$ cat src/sv/assert_macros.svh
// assertion macros shared by the engine modules
`ifndef ASSERT_MACROS_SVH
`define ASSERT_MACROS_SVH

// same-cycle implication, disabled while reset is low
`define MBTC_ASSERT_IMP(lbl, clk, rst_n, ante, cons) \
  lbl: assert property (@(posedge clk) disable iff (!rst_n) (ante) |-> (cons)) \
    else $error("assertion failed");

// next-cycle implication, disabled while reset is low
`define MBTC_ASSERT_NXT(lbl, clk, rst_n, ante, cons) \
  lbl: assert property (@(posedge clk) disable iff (!rst_n) (ante) |=> (cons)) \
    else $error("assertion failed");

`endif

$ cat src/sv/mbtc_pkg.sv
// shared constants and control types of the modbus tcp client engine
`timescale 1ns / 1ps
package mbtc_pkg;

  // input operations
  localparam logic [1:0] OP_READ  = 2'd0;
  localparam logic [1:0] OP_WRITE = 2'd1;
  localparam logic [1:0] OP_BYTE  = 2'd2;
  localparam logic [1:0] OP_TICK  = 2'd3;

  // result kinds
  localparam logic [1:0] KIND_TX     = 2'd0;
  localparam logic [1:0] KIND_WORD   = 2'd1;
  localparam logic [1:0] KIND_STATUS = 2'd2;

  // transaction status codes
  localparam logic [1:0] STAT_OK    = 2'd0;
  localparam logic [1:0] STAT_FAULT = 2'd1;
  localparam logic [1:0] STAT_EXC   = 2'd2;

  // output register load select
  localparam logic [1:0] EM_NONE   = 2'd0;
  localparam logic [1:0] EM_TX     = 2'd1;
  localparam logic [1:0] EM_WORD   = 2'd2;
  localparam logic [1:0] EM_STATUS = 2'd3;

  // protocol constants
  localparam logic [7:0]  FC_READ        = 8'd3;
  localparam logic [7:0]  FC_WRITE       = 8'd6;
  localparam logic [15:0] TIMEOUT_RESET  = 16'd500;
  localparam int          MAX_REGS_DEF   = 16;
  localparam int          WRITE_BODY_MAX = 8;
  localparam int          WRITE_BODY_OK  = 4;

  // controller to datapath
  typedef struct packed {
    logic       start;
    logic       hdr_wr;
    logic       body_wr;
    logic       tick_dec;
    logic       save_exc;
    logic       cnt_clr;
    logic       cnt_inc;
    logic [1:0] emit;
    logic [1:0] stat;
    logic       last;
  } cmd_t;

  // datapath to controller
  typedef struct packed {
    logic out_free;
    logic tx_last;
    logic word_last;
    logic hdr_done;
    logic len_ok;
    logic body_done;
    logic id_ok;
    logic func_ok;
    logic is_read;
    logic rd_ok;
    logic wr_ok;
    logic cnt_zero;
    logic expire;
  } sts_t;

endpackage

$ cat src/sv/mbtc_ram.sv
// generic single-port-write ram with registered read
`timescale 1ns / 1ps
module mbtc_ram #(
  parameter int WIDTH = 16,
  parameter int DEPTH = 16,
  localparam int AW = (DEPTH > 1) ? $clog2(DEPTH) : 1
) (
  input  logic             clk,
  input  logic             we,
  input  logic [AW-1:0]    waddr,
  input  logic [WIDTH-1:0] wdata,
  input  logic [AW-1:0]    raddr,
  output logic [WIDTH-1:0] rdata
);

  logic [WIDTH-1:0] mem_r [DEPTH];
  logic [WIDTH-1:0] rdata_r;

  always_ff @(posedge clk) begin
    if (we) begin
      mem_r[waddr] <= wdata;
    end
    rdata_r <= mem_r[raddr];
  end

  assign rdata = rdata_r;

endmodule

$ cat src/sv/mbtc_ctrl.sv
// transaction controller state machine of the modbus tcp client engine
`timescale 1ns / 1ps
`include "assert_macros.svh"
module mbtc_ctrl (
  input  logic               clk,
  input  logic               rst_n,
  input  logic               in_valid,
  input  logic [1:0]         in_operation,
  output logic               in_stall,
  input  mbtc_pkg::sts_t     sts,
  output mbtc_pkg::cmd_t     cmd
);

  localparam logic [2:0] ST_IDLE   = 3'd0;
  localparam logic [2:0] ST_TX     = 3'd1;
  localparam logic [2:0] ST_HEADER = 3'd2;
  localparam logic [2:0] ST_BODY   = 3'd3;
  localparam logic [2:0] ST_WREAD  = 3'd4;
  localparam logic [2:0] ST_WOUT   = 3'd5;
  localparam logic [2:0] ST_STATUS = 3'd6;

  logic [2:0] state_r;
  logic [2:0] state_nxt;
  logic       accept_st;
  logic       acc;

  assign accept_st = (state_r == ST_IDLE) || (state_r == ST_HEADER) || (state_r == ST_BODY);
  assign in_stall  = !(accept_st && sts.out_free);
  assign acc       = in_valid && !in_stall;

  always_comb begin
    cmd       = '0;
    state_nxt = state_r;
    unique case (state_r)
      ST_IDLE: begin
        if (acc && (in_operation == mbtc_pkg::OP_READ ||
                    in_operation == mbtc_pkg::OP_WRITE)) begin
          cmd.start   = 1'b1;
          cmd.cnt_clr = 1'b1;
          state_nxt   = ST_TX;
        end
      end
      ST_TX: begin
        if (sts.out_free) begin
          cmd.emit    = mbtc_pkg::EM_TX;
          cmd.last    = sts.tx_last;
          cmd.cnt_inc = 1'b1;
          if (sts.tx_last) begin
            state_nxt = ST_HEADER;
          end
        end
      end
      ST_HEADER, ST_BODY: begin
        if (acc && in_operation == mbtc_pkg::OP_TICK) begin
          if (sts.expire) begin
            cmd.emit  = mbtc_pkg::EM_STATUS;
            cmd.stat  = mbtc_pkg::STAT_FAULT;
            cmd.last  = 1'b1;
            state_nxt = ST_IDLE;
          end else begin
            cmd.tick_dec = 1'b1;
          end
        end else if (acc && in_operation == mbtc_pkg::OP_BYTE) begin
          if (state_r == ST_HEADER) begin
            cmd.hdr_wr = 1'b1;
            if (sts.hdr_done) begin
              if (sts.len_ok) begin
                state_nxt = ST_BODY;
              end else begin
                cmd.emit  = mbtc_pkg::EM_STATUS;
                cmd.stat  = mbtc_pkg::STAT_FAULT;
                cmd.last  = 1'b1;
                state_nxt = ST_IDLE;
              end
            end
          end else begin
            cmd.body_wr = 1'b1;
            if (sts.body_done) begin
              cmd.last  = 1'b1;
              state_nxt = ST_IDLE;
              priority if (!sts.id_ok) begin
                cmd.emit = mbtc_pkg::EM_STATUS;
                cmd.stat = mbtc_pkg::STAT_FAULT;
              end else if (!sts.func_ok) begin
                cmd.save_exc = 1'b1;
                cmd.emit     = mbtc_pkg::EM_STATUS;
                cmd.stat     = mbtc_pkg::STAT_EXC;
              end else if (sts.is_read && !sts.rd_ok) begin
                cmd.emit = mbtc_pkg::EM_STATUS;
                cmd.stat = mbtc_pkg::STAT_FAULT;
              end else if (sts.is_read && !sts.cnt_zero) begin
                // good read with data: stream the words first
                cmd.last    = 1'b0;
                cmd.cnt_clr = 1'b1;
                state_nxt   = ST_WREAD;
              end else if (sts.is_read || sts.wr_ok) begin
                cmd.emit = mbtc_pkg::EM_STATUS;
                cmd.stat = mbtc_pkg::STAT_OK;
              end else begin
                cmd.emit = mbtc_pkg::EM_STATUS;
                cmd.stat = mbtc_pkg::STAT_FAULT;
              end
            end
          end
        end
      end
      ST_WREAD: begin
        state_nxt = ST_WOUT;
      end
      ST_WOUT: begin
        if (sts.out_free) begin
          cmd.emit    = mbtc_pkg::EM_WORD;
          cmd.cnt_inc = 1'b1;
          state_nxt   = sts.word_last ? ST_STATUS : ST_WREAD;
        end
      end
      ST_STATUS: begin
        if (sts.out_free) begin
          cmd.emit  = mbtc_pkg::EM_STATUS;
          cmd.stat  = mbtc_pkg::STAT_OK;
          cmd.last  = 1'b1;
          state_nxt = ST_IDLE;
        end
      end
      default: begin
        state_nxt = ST_IDLE;
      end
    endcase
  end

  always_ff @(posedge clk) begin
    if (!rst_n) begin
      state_r <= ST_IDLE;
    end else begin
      state_r <= state_nxt;
    end
  end

  `MBTC_ASSERT_NXT(a_start_to_tx, clk, rst_n, cmd.start, state_r == ST_TX)
  `MBTC_ASSERT_NXT(a_last_word_to_status, clk, rst_n,
    (state_r == ST_WOUT) && sts.out_free && sts.word_last, state_r == ST_STATUS)
  `MBTC_ASSERT_IMP(a_emit_needs_room, clk, rst_n,
    cmd.emit != mbtc_pkg::EM_NONE, sts.out_free)

endmodule

$ cat src/sv/mbtc_dpath.sv
// request, reply buffer, deadline and output register datapath
`timescale 1ns / 1ps
`include "assert_macros.svh"
module mbtc_dpath #(
  parameter int MAX_REGS = mbtc_pkg::MAX_REGS_DEF
) (
  input  logic           clk,
  input  logic           rst_n,
  input  mbtc_pkg::cmd_t cmd,
  output mbtc_pkg::sts_t sts,
  input  logic [1:0]     in_operation,
  input  logic [7:0]     in_unit_id,
  input  logic [15:0]    in_reg_addr,
  input  logic [15:0]    in_reg_count,
  input  logic [15:0]    in_write_value,
  input  logic [7:0]     in_rx_byte,
  input  logic           cfg_we,
  input  logic [15:0]    cfg_wdata,
  output logic [15:0]    timeout,
  output logic           out_valid,
  input  logic           out_stall,
  output logic [1:0]     out_kind,
  output logic [7:0]     out_tx_byte,
  output logic [15:0]    out_reg_value,
  output logic [3:0]     out_reg_index,
  output logic [1:0]     out_status,
  output logic [7:0]     out_exception_code,
  output logic           out_last
);

  localparam int READ_BODY_MAX = 1 + 2 * MAX_REGS;
  localparam int BODY_MAX = (READ_BODY_MAX > mbtc_pkg::WRITE_BODY_MAX) ?
                            READ_BODY_MAX : mbtc_pkg::WRITE_BODY_MAX;
  localparam int BC_W   = $clog2(BODY_MAX + 1);
  localparam int WIDX_W = (MAX_REGS > 1) ? $clog2(MAX_REGS) : 1;
  localparam int WC_W   = $clog2(MAX_REGS + 1);
  localparam int EC_W   = (WC_W > 4) ? WC_W : 4;
  localparam logic [15:0] READ_LIM  = 16'(READ_BODY_MAX);
  localparam logic [15:0] WRITE_LIM = 16'(mbtc_pkg::WRITE_BODY_MAX);

  // request side
  logic [15:0] tid_r;
  logic [15:0] sent_id_r;
  logic [7:0]  unit_r;
  logic [15:0] addr_r;
  logic [15:0] third_r;
  logic [15:0] count_r;
  logic        is_read_r;
  logic [15:0] timeout_r;
  logic [15:0] ticks_r;
  logic [7:0]  saved_exc_r;

  // reply side
  logic [2:0]      hdr_cnt_r;
  logic [7:0]      id_hi_r;
  logic [7:0]      id_lo_r;
  logic [7:0]      len_hi_r;
  logic [7:0]      len_lo_r;
  logic [7:0]      fn_r;
  logic [BC_W-1:0] body_len_r;
  logic [BC_W-1:0] body_cnt_r;
  logic [7:0]      byte_cnt_r;
  logic [7:0]      hi_r;
  logic [EC_W-1:0] emit_cnt_r;

  // output register
  logic        out_valid_r;
  logic [1:0]  out_kind_r;
  logic [7:0]  out_tx_r;
  logic [15:0] out_val_r;
  logic [3:0]  out_idx_r;
  logic [1:0]  out_stat_r;
  logic [7:0]  out_exc_r;
  logic        out_last_r;

  logic [15:0]     len;
  logic [15:0]     len_m2;
  logic [BC_W-2:0] widx;
  logic            word_we;
  logic [15:0]     ram_rdata;
  logic [7:0]      body0;
  logic [16:0]     twice;
  logic [7:0]      frame_byte;
  logic [7:0]      exc_val;
  logic            out_free;

  assign len    = {len_hi_r, len_lo_r};
  assign len_m2 = len - 16'd2;
  assign widx   = body_cnt_r[BC_W-1:1] - (BC_W-1)'(1);
  assign word_we = cmd.body_wr && !body_cnt_r[0] && (body_cnt_r != '0) &&
                   (widx < (BC_W-1)'(MAX_REGS));
  assign body0  = (body_cnt_r == '0) ? in_rx_byte : byte_cnt_r;
  assign twice  = {count_r, 1'b0};
  assign exc_val = cmd.save_exc ? body0 : saved_exc_r;
  assign out_free = !out_valid_r || !out_stall;

  mbtc_ram #(
    .WIDTH (16),
    .DEPTH (MAX_REGS)
  ) u_words (
    .clk   (clk),
    .we    (word_we),
    .waddr (widx[WIDX_W-1:0]),
    .wdata ({hi_r, in_rx_byte}),
    .raddr (emit_cnt_r[WIDX_W-1:0]),
    .rdata (ram_rdata)
  );

  always_comb begin
    sts.out_free  = out_free;
    sts.tx_last   = emit_cnt_r == EC_W'(11);
    sts.word_last = (16'(emit_cnt_r) + 16'd1) == count_r;
    sts.hdr_done  = hdr_cnt_r == 3'd7;
    sts.len_ok    = (len >= 16'd3) && (len_m2 <= (is_read_r ? READ_LIM : WRITE_LIM));
    sts.body_done = ({1'b0, body_cnt_r} + (BC_W+1)'(1)) == {1'b0, body_len_r};
    sts.id_ok     = {id_hi_r, id_lo_r} == sent_id_r;
    sts.func_ok   = fn_r == (is_read_r ? mbtc_pkg::FC_READ : mbtc_pkg::FC_WRITE);
    sts.is_read   = is_read_r;
    sts.rd_ok     = ({9'd0, body0} == twice) && (17'(body_len_r) == twice + 17'd1);
    sts.wr_ok     = body_len_r == BC_W'(mbtc_pkg::WRITE_BODY_OK);
    sts.cnt_zero  = count_r == 16'd0;
    sts.expire    = ticks_r <= 16'd1;
  end

  always_comb begin
    unique case (emit_cnt_r)
      EC_W'(0):  frame_byte = sent_id_r[15:8];
      EC_W'(1):  frame_byte = sent_id_r[7:0];
      EC_W'(5):  frame_byte = 8'd6;
      EC_W'(6):  frame_byte = unit_r;
      EC_W'(7):  frame_byte = is_read_r ? mbtc_pkg::FC_READ : mbtc_pkg::FC_WRITE;
      EC_W'(8):  frame_byte = addr_r[15:8];
      EC_W'(9):  frame_byte = addr_r[7:0];
      EC_W'(10): frame_byte = third_r[15:8];
      EC_W'(11): frame_byte = third_r[7:0];
      default:   frame_byte = 8'd0;
    endcase
  end

  // control state
  always_ff @(posedge clk) begin
    if (!rst_n) begin
      tid_r       <= 16'd1;
      timeout_r   <= mbtc_pkg::TIMEOUT_RESET;
      ticks_r     <= 16'd0;
      saved_exc_r <= 8'd0;
      hdr_cnt_r   <= 3'd0;
      body_cnt_r  <= '0;
      emit_cnt_r  <= '0;
      out_valid_r <= 1'b0;
    end else begin
      if (cfg_we) begin
        timeout_r <= cfg_wdata;
      end
      if (cmd.start) begin
        tid_r     <= tid_r + 16'd1;
        ticks_r   <= timeout_r;
        hdr_cnt_r <= 3'd0;
      end else if (cmd.tick_dec) begin
        ticks_r <= ticks_r - 16'd1;
      end
      if (cmd.hdr_wr) begin
        hdr_cnt_r <= hdr_cnt_r + 3'd1;
      end
      if (cmd.hdr_wr && sts.hdr_done) begin
        body_cnt_r <= '0;
      end else if (cmd.body_wr) begin
        body_cnt_r <= body_cnt_r + BC_W'(1);
      end
      if (cmd.save_exc) begin
        saved_exc_r <= body0;
      end
      if (cmd.cnt_clr) begin
        emit_cnt_r <= '0;
      end else if (cmd.cnt_inc) begin
        emit_cnt_r <= emit_cnt_r + EC_W'(1);
      end
      out_valid_r <= (cmd.emit != mbtc_pkg::EM_NONE) || (out_valid_r && out_stall);
    end
  end

  // payload registers
  always_ff @(posedge clk) begin
    if (cmd.start) begin
      sent_id_r <= tid_r;
      unit_r    <= in_unit_id;
      addr_r    <= in_reg_addr;
      is_read_r <= in_operation == mbtc_pkg::OP_READ;
      count_r   <= (in_operation == mbtc_pkg::OP_READ) ? in_reg_count : 16'd0;
      third_r   <= (in_operation == mbtc_pkg::OP_READ) ? in_reg_count : in_write_value;
    end
    if (cmd.hdr_wr) begin
      unique case (hdr_cnt_r)
        3'd0:    id_hi_r  <= in_rx_byte;
        3'd1:    id_lo_r  <= in_rx_byte;
        3'd4:    len_hi_r <= in_rx_byte;
        3'd5:    len_lo_r <= in_rx_byte;
        3'd7:    fn_r     <= in_rx_byte;
        default: ;
      endcase
      if (sts.hdr_done) begin
        body_len_r <= len_m2[BC_W-1:0];
      end
    end
    if (cmd.body_wr) begin
      if (body_cnt_r == '0) begin
        byte_cnt_r <= in_rx_byte;
      end
      if (body_cnt_r[0]) begin
        hi_r <= in_rx_byte;
      end
    end
    if (cmd.emit != mbtc_pkg::EM_NONE) begin
      out_tx_r   <= 8'd0;
      out_val_r  <= 16'd0;
      out_idx_r  <= 4'd0;
      out_stat_r <= mbtc_pkg::STAT_OK;
      out_exc_r  <= 8'd0;
      out_last_r <= cmd.last;
      unique case (cmd.emit)
        mbtc_pkg::EM_TX: begin
          out_kind_r <= mbtc_pkg::KIND_TX;
          out_tx_r   <= frame_byte;
        end
        mbtc_pkg::EM_WORD: begin
          out_kind_r <= mbtc_pkg::KIND_WORD;
          out_val_r  <= ram_rdata;
          out_idx_r  <= emit_cnt_r[3:0];
        end
        default: begin
          out_kind_r <= mbtc_pkg::KIND_STATUS;
          out_stat_r <= cmd.stat;
          out_exc_r  <= exc_val;
        end
      endcase
    end
  end

  assign timeout            = timeout_r;
  assign out_valid          = out_valid_r;
  assign out_kind           = out_kind_r;
  assign out_tx_byte        = out_tx_r;
  assign out_reg_value      = out_val_r;
  assign out_reg_index      = out_idx_r;
  assign out_status         = out_stat_r;
  assign out_exception_code = out_exc_r;
  assign out_last           = out_last_r;

  `MBTC_ASSERT_IMP(a_word_in_range, clk, rst_n,
    cmd.emit == mbtc_pkg::EM_WORD, 16'(emit_cnt_r) < count_r)

endmodule

$ cat src/sv/modbus_tcp_client_engine.sv
// a start blocks input until all 12 request frame bytes are out; results are registered
// throughput: one reply byte or tick per cycle while the result register is free
// a good read streams each word through ram read then output states, plus one status
// the request frame is built by a byte counter and the words leave a registered-read ram
// reset (rst_n low, synchronous): idle, transaction id 1, timeout 500, no result pending
`timescale 1ns / 1ps
module modbus_tcp_client_engine #(
  parameter int MAX_REGS = mbtc_pkg::MAX_REGS_DEF
) (
  input  logic        clk,
  input  logic        rst_n,
  // request and reply input channel
  input  logic        in_valid,
  output logic        in_stall,
  input  logic [1:0]  in_operation,
  input  logic [7:0]  in_unit_id,
  input  logic [15:0] in_reg_addr,
  input  logic [15:0] in_reg_count,
  input  logic [15:0] in_write_value,
  input  logic [7:0]  in_rx_byte,
  // result channel
  output logic        out_valid,
  input  logic        out_stall,
  output logic [1:0]  out_kind,
  output logic [7:0]  out_tx_byte,
  output logic [15:0] out_reg_value,
  output logic [3:0]  out_reg_index,
  output logic [1:0]  out_status,
  output logic [7:0]  out_exception_code,
  output logic        out_last,
  // apb-style configuration port
  input  logic        cfg_psel,
  input  logic        cfg_penable,
  input  logic        cfg_pwrite,
  input  logic [1:0]  cfg_paddr,
  input  logic [31:0] cfg_pwdata,
  output logic [31:0] cfg_prdata,
  output logic        cfg_pready
);

  mbtc_pkg::cmd_t cmd;
  mbtc_pkg::sts_t sts;
  logic           cfg_we;
  logic [15:0]    timeout;

  // one register only, the timeout; the byte offset within it is not decoded
  assign cfg_pready = 1'b1;
  assign cfg_we     = cfg_psel && cfg_penable && cfg_pwrite && (cfg_paddr[1:0] == cfg_paddr);
  assign cfg_prdata = {16'd0, timeout};

  // controller: sequences start, header, body and the output runs of a transaction
  mbtc_ctrl u_ctrl (
    .clk          (clk),
    .rst_n        (rst_n),
    .in_valid     (in_valid),
    .in_operation (in_operation),
    .in_stall     (in_stall),
    .sts          (sts),
    .cmd          (cmd)
  );

  // datapath: request fields, reply header and body capture, deadline and output register
  mbtc_dpath #(
    .MAX_REGS (MAX_REGS)
  ) u_dpath (
    .clk                (clk),
    .rst_n              (rst_n),
    .cmd                (cmd),
    .sts                (sts),
    .in_operation       (in_operation),
    .in_unit_id         (in_unit_id),
    .in_reg_addr        (in_reg_addr),
    .in_reg_count       (in_reg_count),
    .in_write_value     (in_write_value),
    .in_rx_byte         (in_rx_byte),
    .cfg_we             (cfg_we),
    .cfg_wdata          (cfg_pwdata[15:0]),
    .timeout            (timeout),
    .out_valid          (out_valid),
    .out_stall          (out_stall),
    .out_kind           (out_kind),
    .out_tx_byte        (out_tx_byte),
    .out_reg_value      (out_reg_value),
    .out_reg_index      (out_reg_index),
    .out_status         (out_status),
    .out_exception_code (out_exception_code),
    .out_last           (out_last)
  );

endmodule
$ cat config.mk
export PLATFORM = sky130hd
export DESIGN_NAME = modbus_tcp_client_engine
export DESIGN_NICKNAME = d
export VERILOG_FILES = /design/src/sv/mbtc_pkg.sv /design/src/sv/mbtc_ram.sv /design/src/sv/mbtc_ctrl.sv /design/src/sv/mbtc_dpath.sv /design/src/sv/modbus_tcp_client_engine.sv
export VERILOG_INCLUDE_DIRS = /design/src /design/src/sv
export SDC_FILE = /design/constraint.sdc
export NUM_CORES = 1
export LEC_CHECK = 0
export ABC_AREA = 1
export BUFFER_PORTS_ARGS = -buffer_cell sky130_fd_sc_hd__buf_4
export CORE_UTILIZATION = 55
export DETAILED_ROUTE_END_ITERATION = 8
export GPL_TIMING_DRIVEN = 0
export PLACE_DENSITY = 0.82
export SYNTH_ARGS = -nofsm -noshare
export SYNTH_HDL_FRONTEND = slang
export SYNTH_HIERARCHICAL = 1
export SYNTH_SLANG_ARGS = --single-unit
$ cat constraint.sdc
create_clock -name clk -period 7 [get_ports clk]
set_input_delay 1.4 -clock clk [delete_from_list [all_inputs] [get_ports clk]]
set_output_delay 1.4 -clock clk [all_outputs]
set_load 0.005 [all_outputs]
==> impl_metrics.py <==
metrics = {
    "status": {
        "status": "finished clean",
    },
    "worst_setup_path": {
        "setup.worst_path.class": "primary input to register",
        "worstPathRequired_ns": 7.19,
        "cp.arrival_ns": 4.99,
        "critical_path.max_fanout": 16,
        "start_kind": "primary input",
        "endpoint_kind": "register",
    },
    "die": {
        "die_area_um2": 43110,
        "ios": 183,
        "die_w_um": 207.6,
        "coreArea_um2": 41290,
        "placementRows": 74,
        "die_height_um": 207.6,
        "start_util": 0.5632,
    },
    "cells_and_area": {
        "antenna_cells": 0,
        "fillers": 3027,
        "drive_above_1_share": 0.1401,
        "syn2layout_area_growth_pct": 16.26,
        "nets": 2738,
    },
    "route": {
        "vias": 17530,
        "first_iter_violations": 1909,
        "wl_um": 59800,
        "drtPass1Iterations": 8,
        "avgViaCountPerCell": 5.509,
        "wl_per_cell_um": 18.80,
        "drc": 0,
        "postRouteAntennaNets": 0,
    },
    "clock_tree": {
        "clkSinkCount": 522,
        "postCtsResizedCells": 0,
        "clk_path_buf_depth": 3,
        "htree_levels": 2,
        "cts_hold_buffers": 0,
        "cts_tree": "built",
        "cts-root-buf": "clkbuf_16",
        "worstSkewPairLatency_ns": 0.60,
        "cts_made_buffers": 50,
        "clk_pin_slew_worst_paths_ns": 0.06,
        "cts_setup_buffers": 0,
    },
    "global_routing": {
        "grt_pass1_vias": 17340,
        "track_usage": 0.2764,
        "grt_max_degree": 75,
        "grt_antenna_before_repair": 1,
        "gr-total-overflow": 0,
        "grt_first_pass_wirelength_um": 91580,
    },
    "power_and_ir_drop": {
        "p_total_mw": 8.334,
        "p_per_area_nw_per_um2": 308.2,
        "ir_drop_v": 0.0002735,
        "p_leak_nw": 11.74,
    },
    "logic_synthesis": {
        "synthCells": 2383,
        "yosys.area.top_type_share": 0.5578,
        "synth_flop_cell": "edfxtp_1",
        "synth-compound-area-share": 0.03578,
        "yosysSeqAreaShare": 0.6353,
        "synthSimpleGateAreaFrac": 0.2169,
        "async_flop_share": 0,
        "yosys_warnings": 6,
        "synth_area_leader_cell": "edfxtp_1",
        "synth_top_cells_by_count": "671 x nand2_1, 432 x edfxtp_1, 374 x inv_1, 253 x nand3_1, 168 x nor2_1",
        "synth_top_family_by_area": "simple AND/OR/NAND/NOR gates",
        "synth-seq-cells": 522,
        "ys_types": 49,
        "synth_xor_xnor_area_share": 0.01356,
        "synth-edff-count": 432,
        "ys_top_cells_by_area": "edfxtp_1 56%, nand2_1 11%, dfxtp_1 7.7%, inv_1 6.0%, nand3_1 5.4%",
        "post_synth_instance_area_um2": 23260,
        "avgSynthCellArea_um2": 9.759,
        "synth_fa_ha_area_frac": 0.01237,
        "synthMuxAreaShare": 0,
        "yosysMostFrequentCell": "nand2_1",
    },
    "sta": {
        "clock_skew_ns": 0.02719,
        "fin_crit_sh": 0.6859,
        "rsz0062_at_grt": "false",
        "max_slew_margin": 0.06784,
        "setup_viol": 0,
        "finalCriticalPeriod_ns": 4.801,
        "worst_slew_pin_slew_ns": 1.388,
        "hold_viol_final": 0,
        "setup-tns-final_ns": 0,
        "fmax_ghz": 0.2083,
        "final_max_slew_viol_count": 0,
    },
    "place": {
        "hpwl_um": 40130,
        "io_buffer_count": 147,
        "globalplace.congestion": 0.9013,
    },
    "job": {
        "maxCapViolCount": 0,
    },
    "min_path": {
        "min_path_type": "register to register",
    },
}
## cells in the final DEF (no fill, tap or decap), types with 5 or more instances in the layout
cell       Yosys  final
ha_1          23     23
a21oi_1       46     46
or2_2          8      8
nand3b_1       5      5
nand4_1       18     18
buf_2         22     22
edfxtp_1     432    432
nand2_4        6      6
conb_1         2     17
dfxtp_1       90     90
buf_4         40    188
nor2_1       168    153
bufinv_16      0      5
clkbuf_1      27     39
clkbuf_8       0     10
o211ai_1       5      5
clkbuf_16      0     54
inv_2          5      6
nand3_1      253    253
a22oi_1       10     10
clkinv_2       0      6
o21ai_0       61     61
buf_6          4      7
buf_8          0      6
nand2_1      671    671
xnor2_1        9      9
inv_1        374    372
nor2_2         8     23
nor3_1        17     16
a31oi_1        7      7
xor2_1        27     27
nor3_2         4      5
## layout make-up
cell class	instances	area, um^2	share of cell area
Clock inverter	17	226.5	0.008376
Tap cell	532	665.6	0.02462
Inverter	380	1429	0.05285
Timing Repair Buffer	158	1255	0.04641
Buffer	96	569.3	0.02106
Clock buffer	76	1534	0.05673
Sequential cell	522	14770	0.5464
Multi-Input combinational cell	1400	6585	0.2435
## per-stage QoR
step / setup slack (ns) / hold WS (ns) / utilization / std cells / area [um^2]
2_1_floorplan: 2.376 / 0.4082 / - / 2398 / 23310
3_3_place_gp: 0.8022 / 0.4195 / 0.6074 / 3077 / 25080
3_5_place_dp: 1.380 / 0.4173 / 0.6121 / 3088 / 25280
4_1_cts: 2.004 / 0.4376 / 0.6547 / 3181 / 27040
5_1_grt: 2.010 / 0.4390 / 0.6548 / 3181 / 27040
6_report: 2.199 / 0.4396 / 0.6548 / 3181 / 27040
## registers in the layout, indices dropped and copies added (netlist names), 6 cells and up
signal,cells
u_dpath/hi_r,8
u_dpath/u_words/mem_r,256
u_dpath/out_tx_byte,8
u_dpath/byte_cnt_r,8
u_dpath/saved_exc_r,8
u_dpath/id_hi_r,8
u_dpath/count_r,16
u_dpath/out_exception_code,8
u_dpath/timeout,16
u_dpath/len_lo_r,8
u_dpath/unit_r,8
u_dpath/out_reg_value,16
u_dpath/addr_r,16
u_dpath/body_len_r,6
u_dpath/len_hi_r,8
u_dpath/fn_r,8
u_dpath/sent_id_r,16
u_dpath/ticks_r,16
u_dpath/third_r,16
u_dpath/tid_r,16
u_dpath/id_lo_r,8
u_dpath/u_words/rdata,16
u_dpath/body_cnt_r,6
## final timing paths
check                                                     from                                endpoint  slack (ns)  depth (start not counted)
worst max-delay path                                 out_stall   u_dpath/u_words/mem_r[4][0]$_DFFE_PP_        2.20                         12
worst max register to register   u_dpath/len_lo_r[1]$_DFFE_PP_  u_dpath/out_reg_index[0]$_SDFFCE_PP0P_        2.62                         22
worst min-delay path            u_dpath/tid_r[14]$_SDFFE_PN0P_         u_dpath/sent_id_r[14]$_DFFE_PP_        0.44                          0
worst min register to register  u_dpath/tid_r[14]$_SDFFE_PN0P_         u_dpath/sent_id_r[14]$_DFFE_PP_        0.44                          0
## layer usage
metal | GRT usage | wire, um | vias up
li1 | - | - | 8154
met1 | 0.3312 | 22080 | 8132
met2 | 0.4659 | 28730 | 1021
met3 | 0.05673 | 5752 | 216
met4 | 0.1581 | 3232 | 2
met5 | 0 | 13 | -
## report_power, final
group | leakage (nW) | switching, mW | total, mW | internal (mW)
Combinational | 6.21 | 1.22 | 1.79 | 0.570
Clock | 0.865 | 1.15 | 2.85 | 1.70
Sequential | 4.67 | 0.106 | 3.70 | 3.59
## critical path, stage by stage
cell	delay, ns
buf_4	0.11
nand2_1	0.11
buf_4	0.18
nand4_4	0.14
nor2_4	0.15
inv_1	0.11
nor3_2	0.66
clkbuf_1	0.41
nand2_1	0.13
nor3_1	0.43
nand3b_1	0.28
nor2_2	0.87
## cells by family (layout without fill, tap and decap cells)
family                   after synthesis  after routing
adder cells (fa/ha/maj)               23             23
flip-flops                           522            522
AND/OR/NAND/NOR                     1176           1176
other                                  2             17
AO/OA/AOI/OAI                        148            148
buffers and inverters                476            727
XOR/XNOR                              36             36
Power figures use the tool's default switching activity.
